$ cat src/rtl/line_rast_pkg.sv
`timescale 1ns / 1ps
// ----------------------------------------------------------------------------
// line_rast_pkg
// shared widths, request codes and direction codes of the line rasterizer
// ----------------------------------------------------------------------------
package line_rast_pkg;

    localparam int COORD_W = 8;
    localparam int ROW_W   = 7;
    localparam int ADDR_W  = 15;
    localparam int COLOR_W = 16;
    localparam int ERR_W   = 9;
    localparam int COUNT_W = 9;

    typedef logic [COORD_W-1:0] coord_t;
    typedef logic [ERR_W-1:0]   err_t;
    typedef logic [COUNT_W-1:0] count_t;
    typedef logic [COLOR_W-1:0] color_t;

    // request codes
    localparam logic REQ_START = 1'b0;
    localparam logic REQ_STEP  = 1'b1;

    // direction of travel along one axis
    typedef enum logic [1:0] {
        DIR_NONE = 2'd0,
        DIR_POS  = 2'd1,
        DIR_NEG  = 2'd3
    } dir_t;

endpackage

$ cat src/rtl/line_rast_if.sv
`timescale 1ns / 1ps
// ----------------------------------------------------------------------------
// line_rast_if
// valid/ready channels of the line rasterizer: request in, pixel write out
// ----------------------------------------------------------------------------
interface line_rast_req_if;

    logic                                valid;
    logic                                ready;
    logic                                req_type;
    logic [line_rast_pkg::COORD_W-1:0]   x_start;
    logic [line_rast_pkg::COORD_W-1:0]   y_start;
    logic [line_rast_pkg::COORD_W-1:0]   x_end;
    logic [line_rast_pkg::COORD_W-1:0]   y_end;
    logic [line_rast_pkg::COLOR_W-1:0]   color;

    modport source (
        output valid, req_type, x_start, y_start, x_end, y_end, color,
        input  ready
    );

    modport sink (
        input  valid, req_type, x_start, y_start, x_end, y_end, color,
        output ready
    );

endinterface

interface line_rast_pix_if;

    logic                                valid;
    logic                                ready;
    logic [line_rast_pkg::COORD_W-1:0]   pixel_x;
    logic [line_rast_pkg::ROW_W-1:0]     pixel_y;
    logic [line_rast_pkg::ADDR_W-1:0]    pixel_addr;
    logic [line_rast_pkg::COLOR_W-1:0]   pixel_word;
    logic                                last;

    modport source (
        output valid, pixel_x, pixel_y, pixel_addr, pixel_word, last,
        input  ready
    );

    modport sink (
        input  valid, pixel_x, pixel_y, pixel_addr, pixel_word, last,
        output ready
    );

endinterface

$ cat src/rtl/line_rasterizer_unit.sv
`timescale 1ns / 1ps
// ----------------------------------------------------------------------------
// line_rasterizer_unit
// incremental line drawing into a row-major RGB565 framebuffer
// ----------------------------------------------------------------------------
// A start transaction latches two endpoints and a color and yields no pixel;
// every following step transaction yields one framebuffer write (column, row,
// word address and byte-swapped color) until the line's max(dx,dy)+1 pixels
// are out, the final one flagged by last. Steps with no line in progress are
// absorbed silently, and a start replaces any line in progress. The block
// takes one transaction per clock while the output register is empty or being
// drained in the same cycle. The line state registers and one output register
// are separated only by the error add/compare/subtract of each axis and the
// row-times-width multiply, so a pixel enters the output register in the cycle
// after its step is accepted. Columns saturate at SCREEN_WIDTH-1 and rows at
// SCREEN_HEIGHT-1; the address wraps to 15 bits.
// ----------------------------------------------------------------------------
module line_rasterizer_unit #(
    parameter int SCREEN_WIDTH  = 160,
    parameter int SCREEN_HEIGHT = 128
) (
    input  logic                   clk,
    input  logic                   rst_n,
    line_rast_req_if.sink          req,
    line_rast_pix_if.source        pix
);

    localparam int PROD_W = line_rast_pkg::COORD_W + line_rast_pkg::COUNT_W;

    localparam line_rast_pkg::coord_t COL_MAX =
        line_rast_pkg::COORD_W'(SCREEN_WIDTH - 1);
    localparam line_rast_pkg::coord_t ROW_MAX =
        line_rast_pkg::COORD_W'(SCREEN_HEIGHT - 1);
    localparam logic [PROD_W-1:0] ROW_PITCH = PROD_W'(SCREEN_WIDTH);

    // line state
    logic                        active_reg,    active_next;
    line_rast_pkg::coord_t       cur_col_reg,   cur_col_next;
    line_rast_pkg::coord_t       cur_row_reg,   cur_row_next;
    line_rast_pkg::err_t         col_err_reg,   col_err_next;
    line_rast_pkg::err_t         row_err_reg,   row_err_next;
    line_rast_pkg::coord_t       col_delta_reg, col_delta_next;
    line_rast_pkg::coord_t       row_delta_reg, row_delta_next;
    line_rast_pkg::dir_t         col_dir_reg,   col_dir_next;
    line_rast_pkg::dir_t         row_dir_reg,   row_dir_next;
    line_rast_pkg::coord_t       major_reg,     major_next;
    line_rast_pkg::count_t       left_reg,      left_next;
    line_rast_pkg::color_t       word_reg,      word_next;

    // output register
    logic                                  out_valid_reg, out_valid_next;
    line_rast_pkg::coord_t                 pixel_x_reg,   pixel_x_next;
    logic [line_rast_pkg::ROW_W-1:0]       pixel_y_reg,   pixel_y_next;
    logic [line_rast_pkg::ADDR_W-1:0]      pixel_addr_reg, pixel_addr_next;
    line_rast_pkg::color_t                 pixel_word_reg, pixel_word_next;
    logic                                  last_reg,      last_next;

    logic                        accept;
    logic                        out_load;
    logic                        is_last;
    line_rast_pkg::coord_t       col_clamp;
    line_rast_pkg::coord_t       row_clamp;
    logic [PROD_W-1:0]           addr_full;
    line_rast_pkg::err_t         col_sum;
    line_rast_pkg::err_t         row_sum;
    line_rast_pkg::coord_t       dx;
    line_rast_pkg::coord_t       dy;

    // output register empty or draining: room for the next transaction
    assign req.ready = !out_valid_reg || pix.ready;
    assign accept    = req.valid && req.ready;

    assign pix.valid      = out_valid_reg;
    assign pix.pixel_x    = pixel_x_reg;
    assign pix.pixel_y    = pixel_y_reg;
    assign pix.pixel_addr = pixel_addr_reg;
    assign pix.pixel_word = pixel_word_reg;
    assign pix.last       = last_reg;

    // pixel of the current point
    assign col_clamp = (cur_col_reg > COL_MAX) ? COL_MAX : cur_col_reg;
    assign row_clamp = (cur_row_reg > ROW_MAX) ? ROW_MAX : cur_row_reg;
    assign addr_full = PROD_W'(row_clamp) * ROW_PITCH + PROD_W'(col_clamp);
    assign is_last   = (left_reg <= line_rast_pkg::COUNT_W'(1));

    // error accumulation, wraps at the accumulator width
    assign col_sum = col_err_reg + line_rast_pkg::ERR_W'(col_delta_reg);
    assign row_sum = row_err_reg + line_rast_pkg::ERR_W'(row_delta_reg);

    // endpoint deltas for a start
    assign dx = (req.x_end > req.x_start) ? (req.x_end - req.x_start)
                                          : (req.x_start - req.x_end);
    assign dy = (req.y_end > req.y_start) ? (req.y_end - req.y_start)
                                          : (req.y_start - req.y_end);

    always_comb
    begin
        active_next    = active_reg;
        cur_col_next   = cur_col_reg;
        cur_row_next   = cur_row_reg;
        col_err_next   = col_err_reg;
        row_err_next   = row_err_reg;
        col_delta_next = col_delta_reg;
        row_delta_next = row_delta_reg;
        col_dir_next   = col_dir_reg;
        row_dir_next   = row_dir_reg;
        major_next     = major_reg;
        left_next      = left_reg;
        word_next      = word_reg;
        out_load       = 1'b0;

        if (accept && req.req_type == line_rast_pkg::REQ_START)
        begin
            // new line replaces whatever was in progress
            col_delta_next = dx;
            row_delta_next = dy;
            if (req.x_end > req.x_start)
                col_dir_next = line_rast_pkg::DIR_POS;
            else if (req.x_end < req.x_start)
                col_dir_next = line_rast_pkg::DIR_NEG;
            else
                col_dir_next = line_rast_pkg::DIR_NONE;
            if (req.y_end > req.y_start)
                row_dir_next = line_rast_pkg::DIR_POS;
            else if (req.y_end < req.y_start)
                row_dir_next = line_rast_pkg::DIR_NEG;
            else
                row_dir_next = line_rast_pkg::DIR_NONE;
            major_next   = (dx > dy) ? dx : dy;
            cur_col_next = req.x_start;
            cur_row_next = req.y_start;
            col_err_next = '0;
            row_err_next = '0;
            left_next    = line_rast_pkg::COUNT_W'(major_next)
                         + line_rast_pkg::COUNT_W'(1);
            // panel wants the color bytes swapped
            word_next    = {req.color[7:0], req.color[15:8]};
            active_next  = 1'b1;
        end
        else if (accept && active_reg)
        begin
            out_load = 1'b1;

            col_err_next = col_sum;
            if (col_sum > line_rast_pkg::ERR_W'(major_reg))
            begin
                col_err_next = col_sum - line_rast_pkg::ERR_W'(major_reg);
                case (col_dir_reg)
                    line_rast_pkg::DIR_POS: cur_col_next = cur_col_reg + 8'd1;
                    line_rast_pkg::DIR_NEG: cur_col_next = cur_col_reg - 8'd1;
                    default:                cur_col_next = cur_col_reg;
                endcase
            end

            row_err_next = row_sum;
            if (row_sum > line_rast_pkg::ERR_W'(major_reg))
            begin
                row_err_next = row_sum - line_rast_pkg::ERR_W'(major_reg);
                case (row_dir_reg)
                    line_rast_pkg::DIR_POS: cur_row_next = cur_row_reg + 8'd1;
                    line_rast_pkg::DIR_NEG: cur_row_next = cur_row_reg - 8'd1;
                    default:                cur_row_next = cur_row_reg;
                endcase
            end

            if (is_last)
            begin
                left_next   = '0;
                active_next = 1'b0;
            end
            else
            begin
                left_next = left_reg - line_rast_pkg::COUNT_W'(1);
            end
        end
        // a step with no line in progress leaves everything as is
    end

    // output register: load on a productive step, else clear when taken
    always_comb
    begin
        pixel_x_next    = pixel_x_reg;
        pixel_y_next    = pixel_y_reg;
        pixel_addr_next = pixel_addr_reg;
        pixel_word_next = pixel_word_reg;
        last_next       = last_reg;
        if (out_load)
        begin
            out_valid_next  = 1'b1;
            pixel_x_next    = col_clamp;
            pixel_y_next    = row_clamp[line_rast_pkg::ROW_W-1:0];
            pixel_addr_next = addr_full[line_rast_pkg::ADDR_W-1:0];
            pixel_word_next = word_reg;
            last_next       = is_last;
        end
        else if (pix.ready)
        begin
            out_valid_next = 1'b0;
        end
        else
        begin
            out_valid_next = out_valid_reg;
        end
    end

    always_ff @(posedge clk or negedge rst_n)
    begin
        if (!rst_n)
        begin
            active_reg    <= 1'b0;
            out_valid_reg <= 1'b0;
        end
        else
        begin
            active_reg    <= active_next;
            out_valid_reg <= out_valid_next;
        end
    end

    always_ff @(posedge clk)
    begin
        cur_col_reg    <= cur_col_next;
        cur_row_reg    <= cur_row_next;
        col_err_reg    <= col_err_next;
        row_err_reg    <= row_err_next;
        col_delta_reg  <= col_delta_next;
        row_delta_reg  <= row_delta_next;
        col_dir_reg    <= col_dir_next;
        row_dir_reg    <= row_dir_next;
        major_reg      <= major_next;
        left_reg       <= left_next;
        word_reg       <= word_next;
        pixel_x_reg    <= pixel_x_next;
        pixel_y_reg    <= pixel_y_next;
        pixel_addr_reg <= pixel_addr_next;
        pixel_word_reg <= pixel_word_next;
        last_reg       <= last_next;
    end

endmodule
$ cat src/flat_wrapper.sv
// flat-port wrapper written by rule: the top's interface ports become plain ports
module line_rasterizer_unit_flat 
#(
    parameter int SCREEN_WIDTH  = 160,
    parameter int SCREEN_HEIGHT = 128
)
  (clk, rst_n, req_valid, req_req_type, req_x_start, req_y_start, req_x_end, req_y_end, req_color, req_ready, pix_valid, pix_pixel_x, pix_pixel_y, pix_pixel_addr, pix_pixel_word, pix_last, pix_ready);
  line_rast_req_if req_i ();
  line_rast_pix_if pix_i ();
  input  logic clk;
  input  logic rst_n;
  input wire logic [$bits(req_i.valid)-1:0] req_valid;
  input wire logic [$bits(req_i.req_type)-1:0] req_req_type;
  input wire logic [$bits(req_i.x_start)-1:0] req_x_start;
  input wire logic [$bits(req_i.y_start)-1:0] req_y_start;
  input wire logic [$bits(req_i.x_end)-1:0] req_x_end;
  input wire logic [$bits(req_i.y_end)-1:0] req_y_end;
  input wire logic [$bits(req_i.color)-1:0] req_color;
  output wire logic [$bits(req_i.ready)-1:0] req_ready;
  output wire logic [$bits(pix_i.valid)-1:0] pix_valid;
  output wire logic [$bits(pix_i.pixel_x)-1:0] pix_pixel_x;
  output wire logic [$bits(pix_i.pixel_y)-1:0] pix_pixel_y;
  output wire logic [$bits(pix_i.pixel_addr)-1:0] pix_pixel_addr;
  output wire logic [$bits(pix_i.pixel_word)-1:0] pix_pixel_word;
  output wire logic [$bits(pix_i.last)-1:0] pix_last;
  input wire logic [$bits(pix_i.ready)-1:0] pix_ready;
  assign req_i.valid = req_valid;
  assign req_i.req_type = req_req_type;
  assign req_i.x_start = req_x_start;
  assign req_i.y_start = req_y_start;
  assign req_i.x_end = req_x_end;
  assign req_i.y_end = req_y_end;
  assign req_i.color = req_color;
  assign req_ready = req_i.ready;
  assign pix_valid = pix_i.valid;
  assign pix_pixel_x = pix_i.pixel_x;
  assign pix_pixel_y = pix_i.pixel_y;
  assign pix_pixel_addr = pix_i.pixel_addr;
  assign pix_pixel_word = pix_i.pixel_word;
  assign pix_last = pix_i.last;
  assign pix_i.ready = pix_ready;
  line_rasterizer_unit #(.SCREEN_WIDTH(SCREEN_WIDTH), .SCREEN_HEIGHT(SCREEN_HEIGHT)) u_core (.clk(clk), .rst_n(rst_n), .req(req_i), .pix(pix_i));
endmodule
$ cat config.mk
export PLATFORM = sky130hd
export DESIGN_NAME = line_rasterizer_unit_flat
export DESIGN_NICKNAME = d
export VERILOG_FILES = /design/src/rtl/line_rast_pkg.sv /design/src/rtl/line_rast_if.sv /design/src/rtl/line_rasterizer_unit.sv /design/src/flat_wrapper.sv
export SDC_FILE = /design/constraint.sdc
export NUM_CORES = 1
export LEC_CHECK = 0
export ABC_AREA = 1
export ABC_CLOCK_PERIOD_IN_PS = 3900
export BUFFER_PORTS_ARGS = -buffer_cell sky130_fd_sc_hd__buf_2
export CORE_MARGIN = 2
export CORE_UTILIZATION = 50
export DETAILED_ROUTE_END_ITERATION = 7
export PLACE_DENSITY = 0.78
export SLEW_MARGIN = 15
export SYNTH_ARGS = -nofsm -noshare
export SYNTH_HDL_FRONTEND = slang
export SYNTH_SLANG_ARGS = --single-unit
$ cat constraint.sdc
create_clock -name clk -period 3.9 [get_ports clk]
set_input_delay 0 -clock clk [delete_from_list [all_inputs] [get_ports clk]]
set_output_delay 0 -clock clk [all_outputs]
set_load 0.1 [all_outputs]
# [Yosys cells after proc, flatten, opt, wreduce, memory -nomap -nowiden]
# Index checks and enable logic that the tools add are counted.
[classes] n_addsub=15 mul=1 order_cmp=10 n_eq_ne=4 n_mux=27 bitwise=1 n_reduce_logical=15
[op_table] op="2-to-1 mux 8 bit" n=11
[op_table] op="2-to-1 mux 9 bit" n=5
[op_table] op="one-hot mux 8 bit (2 select lines)" n=2
[op_table] op="subtractor 8 bit" n=4
[op_table] op="greater-than comparator 8 bit" n=3
[op_table] op="adder 9 x 8 -> 9 bit" n=2
[op_table] op="greater-than comparator 9 x 8 -> 1 bit" n=2
[op_table] op="subtractor 9 x 8 -> 9 bit" n=2
[op_table] op="adder 8 x 1 -> 8 bit (second input constant)" n=2
[op_table] op="less-than comparator 8 bit" n=2
[op_table] op="subtractor 8 x 1 -> 8 bit (second input constant)" n=2
[op_table] op="adder 15 x 8 -> 15 bit" n=1
[op_table] op="multiplier 8 x 3 -> 10 bit (second input constant)" n=1
[op_table] op="nonzero test 2 bit" n=5
[op_table] op="adder 8 x 1 -> 9 bit (second input constant)" n=1
[op_table] op="less-or-equal comparator 9 x 1 -> 1 bit (second input constant)" n=1
[op_table] op="subtractor 9 x 1 -> 9 bit (second input constant)" n=1
[op_table] op="greater-than comparator 8 x 7 -> 1 bit (second input constant)" n=1
[op_table] op="greater-than comparator 8 bit (second input constant)" n=1
[op_table] op="2-to-1 mux 1 bit" n=7
[op_table] op="AND reduction 3 bit" n=2
[op_table] op="nonzero test 3 bit" n=2
[op_table] op="== test 2 x 1 -> 1 bit (second input constant)" n=2
[op_table] op="== test 2 bit (second input constant)" n=2
[op_table] op="other kinds (6)" n=9
[totals] reg_bits=136 input_bits=53 out_inout_bits=49 word_cells=91

# [Longest topological paths before layout]
# Gate-level depths: netlist of the first run.
[logic_depth] depth_word=7 mapped_depth=32 mapped_depth_nobuf=30

# [Worst setup path after synthesis of the first run]
# No wires, ideal clock.
[synth_timing] kind="reg2reg" startpoint="register u_core.out_valid_reg, in the netlist u_core.pix.valid" endpoint="register u_core.col_err_reg[1]" setup_time_ns=0.079 arrival_time_ns=4.021 required_ns=3.821 slack_ns=-0.200 stages_incl_launch_ff=8 n_path_buf=1 synth_period_minus_slack_ns=4.100 path_cell_list="dfrtp_1 nand2_1 nand2_1 nor2_1 nor2_1 clkbuf_1 o21ai_0 o21ai_0"
[synth_between] elab_chain_cells=4 elab_cells_between_ends=5 classes_between="reduce/logical: 5"
[synth_lines] item="start: declaration" line_no="line_rasterizer_unit.sv:51" text="logic out_valid_reg, out_valid_next;"
[synth_lines] item="start signal: assignment" line_no="line_rasterizer_unit.sv:216" text="out_valid_reg <= out_valid_next;"
[synth_lines] item="logical NOT 1 bit *" line_no="line_rasterizer_unit.sv:70" text="assign req.ready = !out_valid_reg || pix.ready;"
[synth_lines] item="logical OR 1 bit *" line_no="line_rasterizer_unit.sv:70"
[synth_lines] item="net req_ready" line_no="flat_wrapper.sv:19" text="output wire logic [$bits(req_i.ready)-1:0] req_ready;"
[synth_lines] item="logical AND 1 bit *" line_no="line_rasterizer_unit.sv:71" text="assign accept = req.valid && req.ready;"
[synth_lines] item="logical AND 1 bit, on equally long branches" line_no="line_rasterizer_unit.sv:140, line_rasterizer_unit.sv:112"
[synth_lines] item="end signal: assignment" line_no="line_rasterizer_unit.sv:224" text="col_err_reg <= col_err_next;"
[synth_lines] item="end: declaration" line_no="line_rasterizer_unit.sv:40" text="line_rast_pkg::err_t col_err_reg, col_err_next;"
# The timed path passes the listed nets; every way through them passes the cells marked *.
# A chain may end at the register's enable or synchronous reset.

# [Worst setup path in the final report of the first run]
[layout_timing] startpoint="input req_y_start[4]" endpoint="register u_core.left_reg[6] (data pin)"
[layout_between] elab_chain_cells=6 elab_cells_between_ends=8 classes_between="add/sub: 3; order compare: 2; mux: 3"
[layout_lines] item="start: declaration" line_no="flat_wrapper.sv:15" text="input wire logic [$bits(req_i.y_start)-1:0] req_y_start;"
[layout_lines] item="subtractor 8 bit, or another cell as far along" line_no="line_rasterizer_unit.sv:94" text=": (req.y_start - req.y_end);"
[layout_lines] item="2-to-1 mux 8 bit *" line_no="line_rasterizer_unit.sv:93" text="assign dy = (req.y_end > req.y_start) ? (req.y_end - req.y_start)"
[layout_lines] item="net u_core.dy[7]" line_no="line_rasterizer_unit.sv:67" text="line_rast_pkg::coord_t dy;"
[layout_lines] item="greater-than comparator 8 bit *" line_no="line_rasterizer_unit.sv:129" text="major_next = (dx > dy) ? dx : dy;"
[layout_lines] item="2-to-1 mux 8 bit *" line_no="line_rasterizer_unit.sv:129"
[layout_lines] item="adder 8 x 1 -> 9 bit *" line_no="line_rasterizer_unit.sv:135" text="+ line_rast_pkg::COUNT_W'(1);"
[layout_lines] item="2-to-1 mux 9 bit *" line_no="line_rasterizer_unit.sv:112" text="if (accept && req.req_type == line_rast_pkg::REQ_START)"
[layout_lines] item="net u_core.left_next[6]" line_no="line_rasterizer_unit.sv:47" text="line_rast_pkg::count_t left_reg, left_next;"
[layout_lines] item="end signal: assignment" line_no="line_rasterizer_unit.sv:231" text="left_reg <= left_next;"
[layout_lines] item="end: declaration" line_no="line_rasterizer_unit.sv:47"
# Marked as above.

==> results of run 1 <==
==> report_power, final <==
| group | total [mW] | switching, mW | leakage, nW | internal [mW] |
|---|---|---|---|---|
| Combinational | 5.45 | 3.58 | 3.56 | 1.87 |
| Sequential | 2.23 | 0.173 | 1.21 | 2.06 |
| Clock | 1.52 | 0.631 | 0.267 | 0.888 |
==> path summary, 6_finish.rpt <==
path / startpoint / endpoint / slack, ns / cells past startpoint
setup / recovery: req_y_start[4] / u_core.left_reg[6] / 0.18 / 25
hold / removal: req_x_start[4] / u_core.cur_col_reg[4] / 0.03 / 3
setup reg to reg: u_core.col_delta_reg[0] / u_core.col_err_reg[5] / 0.29 / 18
hold reg to reg: u_core.word_reg[11] / u_core.pix.pixel_word[11] / 0.42 / 0
max in group asynchronous: rst_n / u_core.active_reg / 3.29 / 3
min in group asynchronous: rst_n / u_core.pix.valid / 0.47 / 3
==> metrics by stage <==
| stage | power (mW) | instances | TNS, ns | hold slack [ns] | setup WS, ns |
|---|---|---|---|---|---|
| final | 9.20 | 1363 | 0 | 0.0336 | 0.176 |
| after global routing | 9.91 | 1363 | -0.165 | 0.0316 | -0.0819 |
| after CTS | 9.11 | 1359 | 0 | 0.0171 | 0.0159 |
| after detailed placement | 7.48 | 1296 | -0.0382 | -0.205 | -0.0266 |
| after global placement | 7.32 | 1296 | 0 | -0.203 | 0.147 |
| after floorplan | 6.44 | 975 | 0 | -0.296 | 0.0162 |
==> final cells by class <==
class | count | area share
repair buffers | 152 | 0.0903
clock buffers | 19 | 0.0403
inverters | 155 | 0.0542
well taps | 225 | 0.0262
clock inverters | 13 | 0.0118
multi-input cells | 668 | 0.428
flip-flops and latches | 131 | 0.349
==> logic make-up after synthesis <==
family	Yosys count	share of synthesized area
AOI/OAI and AO/OA	166	0.105
xor gates and xnor gates	67	0.0654
adders and majority gates	110	0.164
buffers and inverters	176	0.0797
DFF	131	0.417
other	1	0.000418
and+or+nand+nor	324	0.169
==> layer usage <==
| metal | global-route usage | up-vias |
|---|---|---|
| li1 | - | 3554 |
| met1 | 0.286 | 3268 |
| met2 | 0.386 | 213 |
| met3 | 0.0490 | 34 |
| met4 | 0.0714 | 0 |
| met5 | 0 | - |
==> worst max-delay path, delay by kind of cell <==
family,cells,cell delay [ns]
fa+ha+maj,3,0.76
buf+inv,5,1.05
compound gates,5,0.76
xor+xnor,1,0.20
simple gates,11,1.10
==> layout by cell type (no fill, tap or decap), types with 3 or more instances in the layout <==
| cell | n |
|---|---|
| inv_6 | 5 |
| clkinvlp_4 | 3 |
| a21oi_2 | 4 |
| a21oi_1 | 61 |
| o21bai_1 | 6 |
| nand2_1 | 162 |
| nor2_4 | 8 |
| a22o_1 | 4 |
| nor3_1 | 5 |
| dlygate4sd3_1 | 31 |
| edfxtp_1 | 111 |
| inv_1 | 151 |
| o21ai_1 | 8 |
| xor2_1 | 48 |
| nor2_1 | 49 |
| buf_4 | 19 |
| o221ai_1 | 3 |
| nor2_2 | 6 |
| nand2_4 | 9 |
| o22ai_1 | 4 |
| clkbuf_16 | 17 |
| a32o_1 | 3 |
| nand4_1 | 4 |
| xnor2_1 | 18 |
| inv_2 | 4 |
| dfxtp_1 | 18 |
| nand2_2 | 18 |
| ha_1 | 97 |
| fa_1 | 12 |
| or2_2 | 8 |
| buf_2 | 101 |
| nand3_1 | 42 |
| o21ai_0 | 61 |
| nand3b_1 | 3 |
==> timing repair <==
item / in CTS / in global routing
hold buffers: 31 / 0
resized for setup: 0 / 21
endpoints found under the setup margin: 0 / 27
hold endpoints to repair: 40 / 0
buffers inserted: 0 / 4
==> flow_summary.json, run 1 <==
{
  "cts_tree": "done",
  "crit_slowest_cell": "dlygate4sd3_1",
  "irDropWorstVdd_v": 0.000505,
  "ys_seq_elements": 131,
  "area_delta_synth_final_pct": 19.7,
  "post-route-util": 0.616,
  "tightest_slew_ns": 0.645,
  "max_cap_violations": 0,
  "multi_input_area_um2": 4600,
  "setup_viol": 0,
  "status": "completed",
  "htreeDepth": 4,
  "antenna_left": 0,
  "ys_async_sr_fraction": 0.0153,
  "dr.pass1.iters": 5,
  "start_util": 0.515,
  "syn_area_um2": 8970,
  "gp_congestion": 0.944,
  "wl_per_cell_um": 15.2,
  "syn_nets": 1138,
  "yosysSeqAreaShare": 0.417,
  "p_leak_nw": 5.04,
  "met2_length_um": 10100,
  "wl_met1_um": 9090,
  "synth_flop_cell": "edfxtp_1",
  "seq_area_um2": 3740,
  "relSlewSlack": 0.570,
  "synth_edf_count": 111,
  "die_area_um2": 19000,
  "yosys.area.top_type": "edfxtp_1",
  "cp-start-kind": "primary input",
  "grt_first_pass_wirelength_um": 33300,
  "hold_class": "in -> reg",
  "cp-end-kind": "flip-flop",
  "dpl.hpwl_um": 15300,
  "placed_area_um2": 9760,
  "cts_made_buffers": 17,
  "drive_above_1_share": 0.192,
  "fmax_mhz": 269,
  "path_max_fanout": 6,
  "finClkSkew_ns": 0.0126,
  "antenna_cells": 0,
  "drcViolationCount": 0,
  "synth.avg_cell_area_um2": 9.20,
  "yosysWarningCount": 0,
  "gr-usage-all-layers": 0.226,
  "clk_latency_ns": 0.42,
  "vias_per_cell": 5.19,
  "ys_top_cells_by_count": "168 x nand2_1, 152 x inv_1, 111 x edfxtp_1",
  "grt_overflow": 0,
  "synth_cell_types": 49,
  "fillers": 1432,
  "slew_viol_final": 0,
  "synthCells": 975,
  "cts-root-buf": "clkbuf_16",
  "grt_max_degree": 58,
  "hold_viol_final": 0,
  "yosysMostFrequentCell": "nand2_1",
  "synth.top_cell.area_share": 0.372,
  "grt_pass1_vias": 7133,
  "core_area_um2": 17400,
  "numPortBuffers": 101,
  "vias": 7069,
  "fin_area_um2": 10700,
  "grt_antenna_before_repair": 0,
  "cp.arrival_ns": 3.90,
  "cp.required_ns": 4.07,
  "critPathMaxStageDelay_ns": 0.53,
  "wl_um": 20700,
  "path_clk_slew_ns": 0.06,
  "top_layer_used": "met4",
  "clk_path_buf_depth": 2,
  "row_count": 48,
  "io_pins": 102,
  "wl_met3_um": 1030,
  "layout.nets": 1288,
  "fp.dieW_um": 138,
  "min_period_ns": 3.72,
  "p_per_area_nw_per_um2": 857,
  "min_period_over_period": 0.955,
  "synth_area_leaders": "edfxtp_1 37%, ha_1 14%, nand2_1 7.0%",
  "crit_type": "in -> reg",
  "fp.dieH_um": 138,
  "initialDrtViolationCount": 406,
  "cts.sinks": 131
}
(Power assumes the default switching activity.)
==> run 2: changes to the inputs <==
--- a/config.mk
+++ b/config.mk
@@ -8,6 +8,7 @@
 export ABC_AREA = 1
 export ABC_CLOCK_PERIOD_IN_PS = 3900
 export BUFFER_PORTS_ARGS = -buffer_cell sky130_fd_sc_hd__buf_2
+export CORE_ASPECT_RATIO = 0.9
 export CORE_MARGIN = 2
 export CORE_UTILIZATION = 50
 export DETAILED_ROUTE_END_ITERATION = 7
==> run 2 against run 1 <==
Against the previous run: sequential share of layout area is 0.45 points lower; flip-flop and latch count stayed put; largest power group unchanged; global-route usage is 0.91 points lower; routed wire length is 0.25% lower; cell area is 1.3% higher; cell count is 1.6% higher; clock power is 5% higher; non-clock buffer count is 7 higher.
==> flow_summary.json, run 2 (same netlist as run 1, synthesis figures left out) <==
{
  "combPwrFrac": 0.591,
  "relSlewSlack": 0.574,
  "fin_ws_ns": 0.143,
  "wl_um": 20600,
  "p_leak_nw": 5.09,
  "cp_cell_sequence": "dlygate4sd3_1 > buf_2 > ha_2 > nand2_2 > nor2_4 > nand3_2 > nand2_2 > nand2_4 > o21ai_0 > xor2_1 > ha_1 > nand2_2 > nor2_1 > a211oi_2 > nand2_2 > nand2_4 > nand2_1 > nand2_2 > ha_2 > nand2_2 > nor2_4 > nand3_2 > nand3_1 > nand2_1",
  "grt_pass1_vias": 6875,
  "cts.sinks": 131,
  "final_common_cell": "nand2_1",
  "switching_share": 0.468,
  "wl_per_cell_um": 14.9,
  "drcViolationCount": 0,
  "vias": 7172,
  "fmax_mhz": 266,
  "tightest_slew_ns": 0.638,
  "status": "completed",
  "path_clk_slew_ns": 0.06,
  "slew_viol_final": 0,
  "grt_overflow": 0,
  "setup_viol": 0,
  "layout.nets": 1295,
  "grt_max_degree": 58,
  "worst_hold_slack_ns": 0.00320,
  "cts_tree": "done",
  "min_period_ns": 3.76,
  "antenna_left": 0,
  "row_count": 46,
  "antenna_cells": 0,
  "clock_power_share": 0.171,
  "p_sw_mw": 4.37,
  "cp-end-kind": "flip-flop",
  "drive_above_1_share": 0.203,
  "pre_cts_ws_ns": -0.00366,
  "gr-usage-all-layers": 0.217,
  "finClkSkew_ns": 0.0161,
  "crit_slowest_cell": "dlygate4sd3_1",
  "irDropWorstVdd_v": 0.000537,
  "p_per_area_nw_per_um2": 859,
  "critPathMaxStageDelay_ns": 0.53,
  "crit_top_cell": "nand2_2",
  "vias_per_cell": 5.18,
  "fp.dieH_um": 131,
  "path_max_fanout": 7,
  "start_util": 0.509,
  "die_area_um2": 19000,
  "cts_made_buffers": 17,
  "fin_area_um2": 10900,
  "io_pins": 102,
  "p_seq_frac": 0.238,
  "dr.pass1.iters": 6,
  "cp-start-kind": "primary input",
  "clk_path_buf_depth": 2,
  "clk_latency_ns": 0.43,
  "cts-root-buf": "clkbuf_16",
  "placed_area_um2": 9750,
  "htreeDepth": 4,
  "hold_class": "in -> reg",
  "crit_type": "in -> reg",
  "area_delta_synth_final_pct": 21.2,
  "final_cell_mix": "163 x nand2_1, 150 x inv_1, 111 x edfxtp_1",
  "p_int_mw": 4.96,
  "rsz0062_at_grt": "yes",
  "gp_congestion": 0.906,
  "cp.required_ns": 4.08,
  "fp.dieW_um": 145,
  "dpl.hpwl_um": 15100,
  "hold_viol_final": 0,
  "numPortBuffers": 101,
  "core_area_um2": 17600,
  "grt_antenna_before_repair": 0,
  "min_period_over_period": 0.963,
  "grt_first_pass_wirelength_um": 32800,
  "cp.arrival_ns": 3.94,
  "max_cap_violations": 0,
  "initialDrtViolationCount": 458
}
run 2: cell type report:
| class | instances | area (um^2) |
|---|---|---|
| tap | 240 | 300 |
| clock inverter | 13 | 146 |
| clock buffer | 19 | 443 |
| fill | 1443 | 6740 |
| multi-input combinational | 668 | 4630 |
| timing repair buffer | 159 | 1020 |
| inverter | 155 | 582 |
| sequential | 131 | 3740 |
run 2: routing by layer:
| metal | track usage | up-vias | routed length, um | part of all wire |
|---|---|---|---|---|
| met5 | 0 | - | 0 | 0 |
| met3 | 0.0585 | 53 | 1320 | 0.064 |
| li1 | - | 3566 | - | - |
| met4 | 0.0761 | 0 | 556 | 0.027 |
| met1 | 0.281 | 3286 | 9180 | 0.45 |
| met2 | 0.356 | 267 | 9550 | 0.46 |
run 2: through the flow:
| step | power, mW | setup TNS [ns] | util | std cells |
|---|---|---|---|---|
| after floorplan | 6.44 | 0 | - | 975 |
| after global placement | 7.27 | 0 | 0.554 | 1308 |
| after detailed placement | 7.42 | -0.00366 | 0.554 | 1308 |
| after CTS | 9.09 | 0 | 0.605 | 1371 |
| after global routing | 10.1 | -0.693 | 0.617 | 1385 |
| final | 9.34 | 0 | 0.617 | 1385 |
run 2: worst paths after layout:
path                       cells past startpoint  slack [ns]                        end               startpoint
max in group asynchronous                      3        3.30           u_core.pix.valid                    rst_n
hold / removal                                 3       0.003      u_core.cur_col_reg[3]           req_x_start[3]
setup reg to reg                              18        0.26      u_core.row_err_reg[7]  u_core.row_delta_reg[0]
hold reg to reg                                0        0.42  u_core.pix.pixel_word[12]      u_core.word_reg[12]
min in group asynchronous                      3        0.46          u_core.active_reg                    rst_n
setup / recovery                              24        0.14         u_core.left_reg[6]           req_x_start[6]
run 2: critical path: cells and delay by family:
family,cells,cell delay [ns]
simple gates,16,1.51
fa+ha+maj,3,0.92
buf+inv,2,0.67
compound gates,2,0.43
xor+xnor,1,0.37
run 2: power by group through the flow:
stage          registers [mW]  logic, mW  clock network [mW]
4_1_cts                  2.22       5.25                1.62
3_5_place_dp             2.24       5.17                   0
6_report                 2.22       5.51                1.60
5_1_grt                  2.27       6.14                1.69
2_1_floorplan            2.90       3.54                   0
3_3_place_gp             2.24       5.04                   0
run 2: timing repair:
item                       4_1_cts  5_1_grt
hold buffers                    31        0
setup endpoints to repair        0       21
resized for setup                0       30
setup buffers                    0       14
hold endpoints to repair        34        0
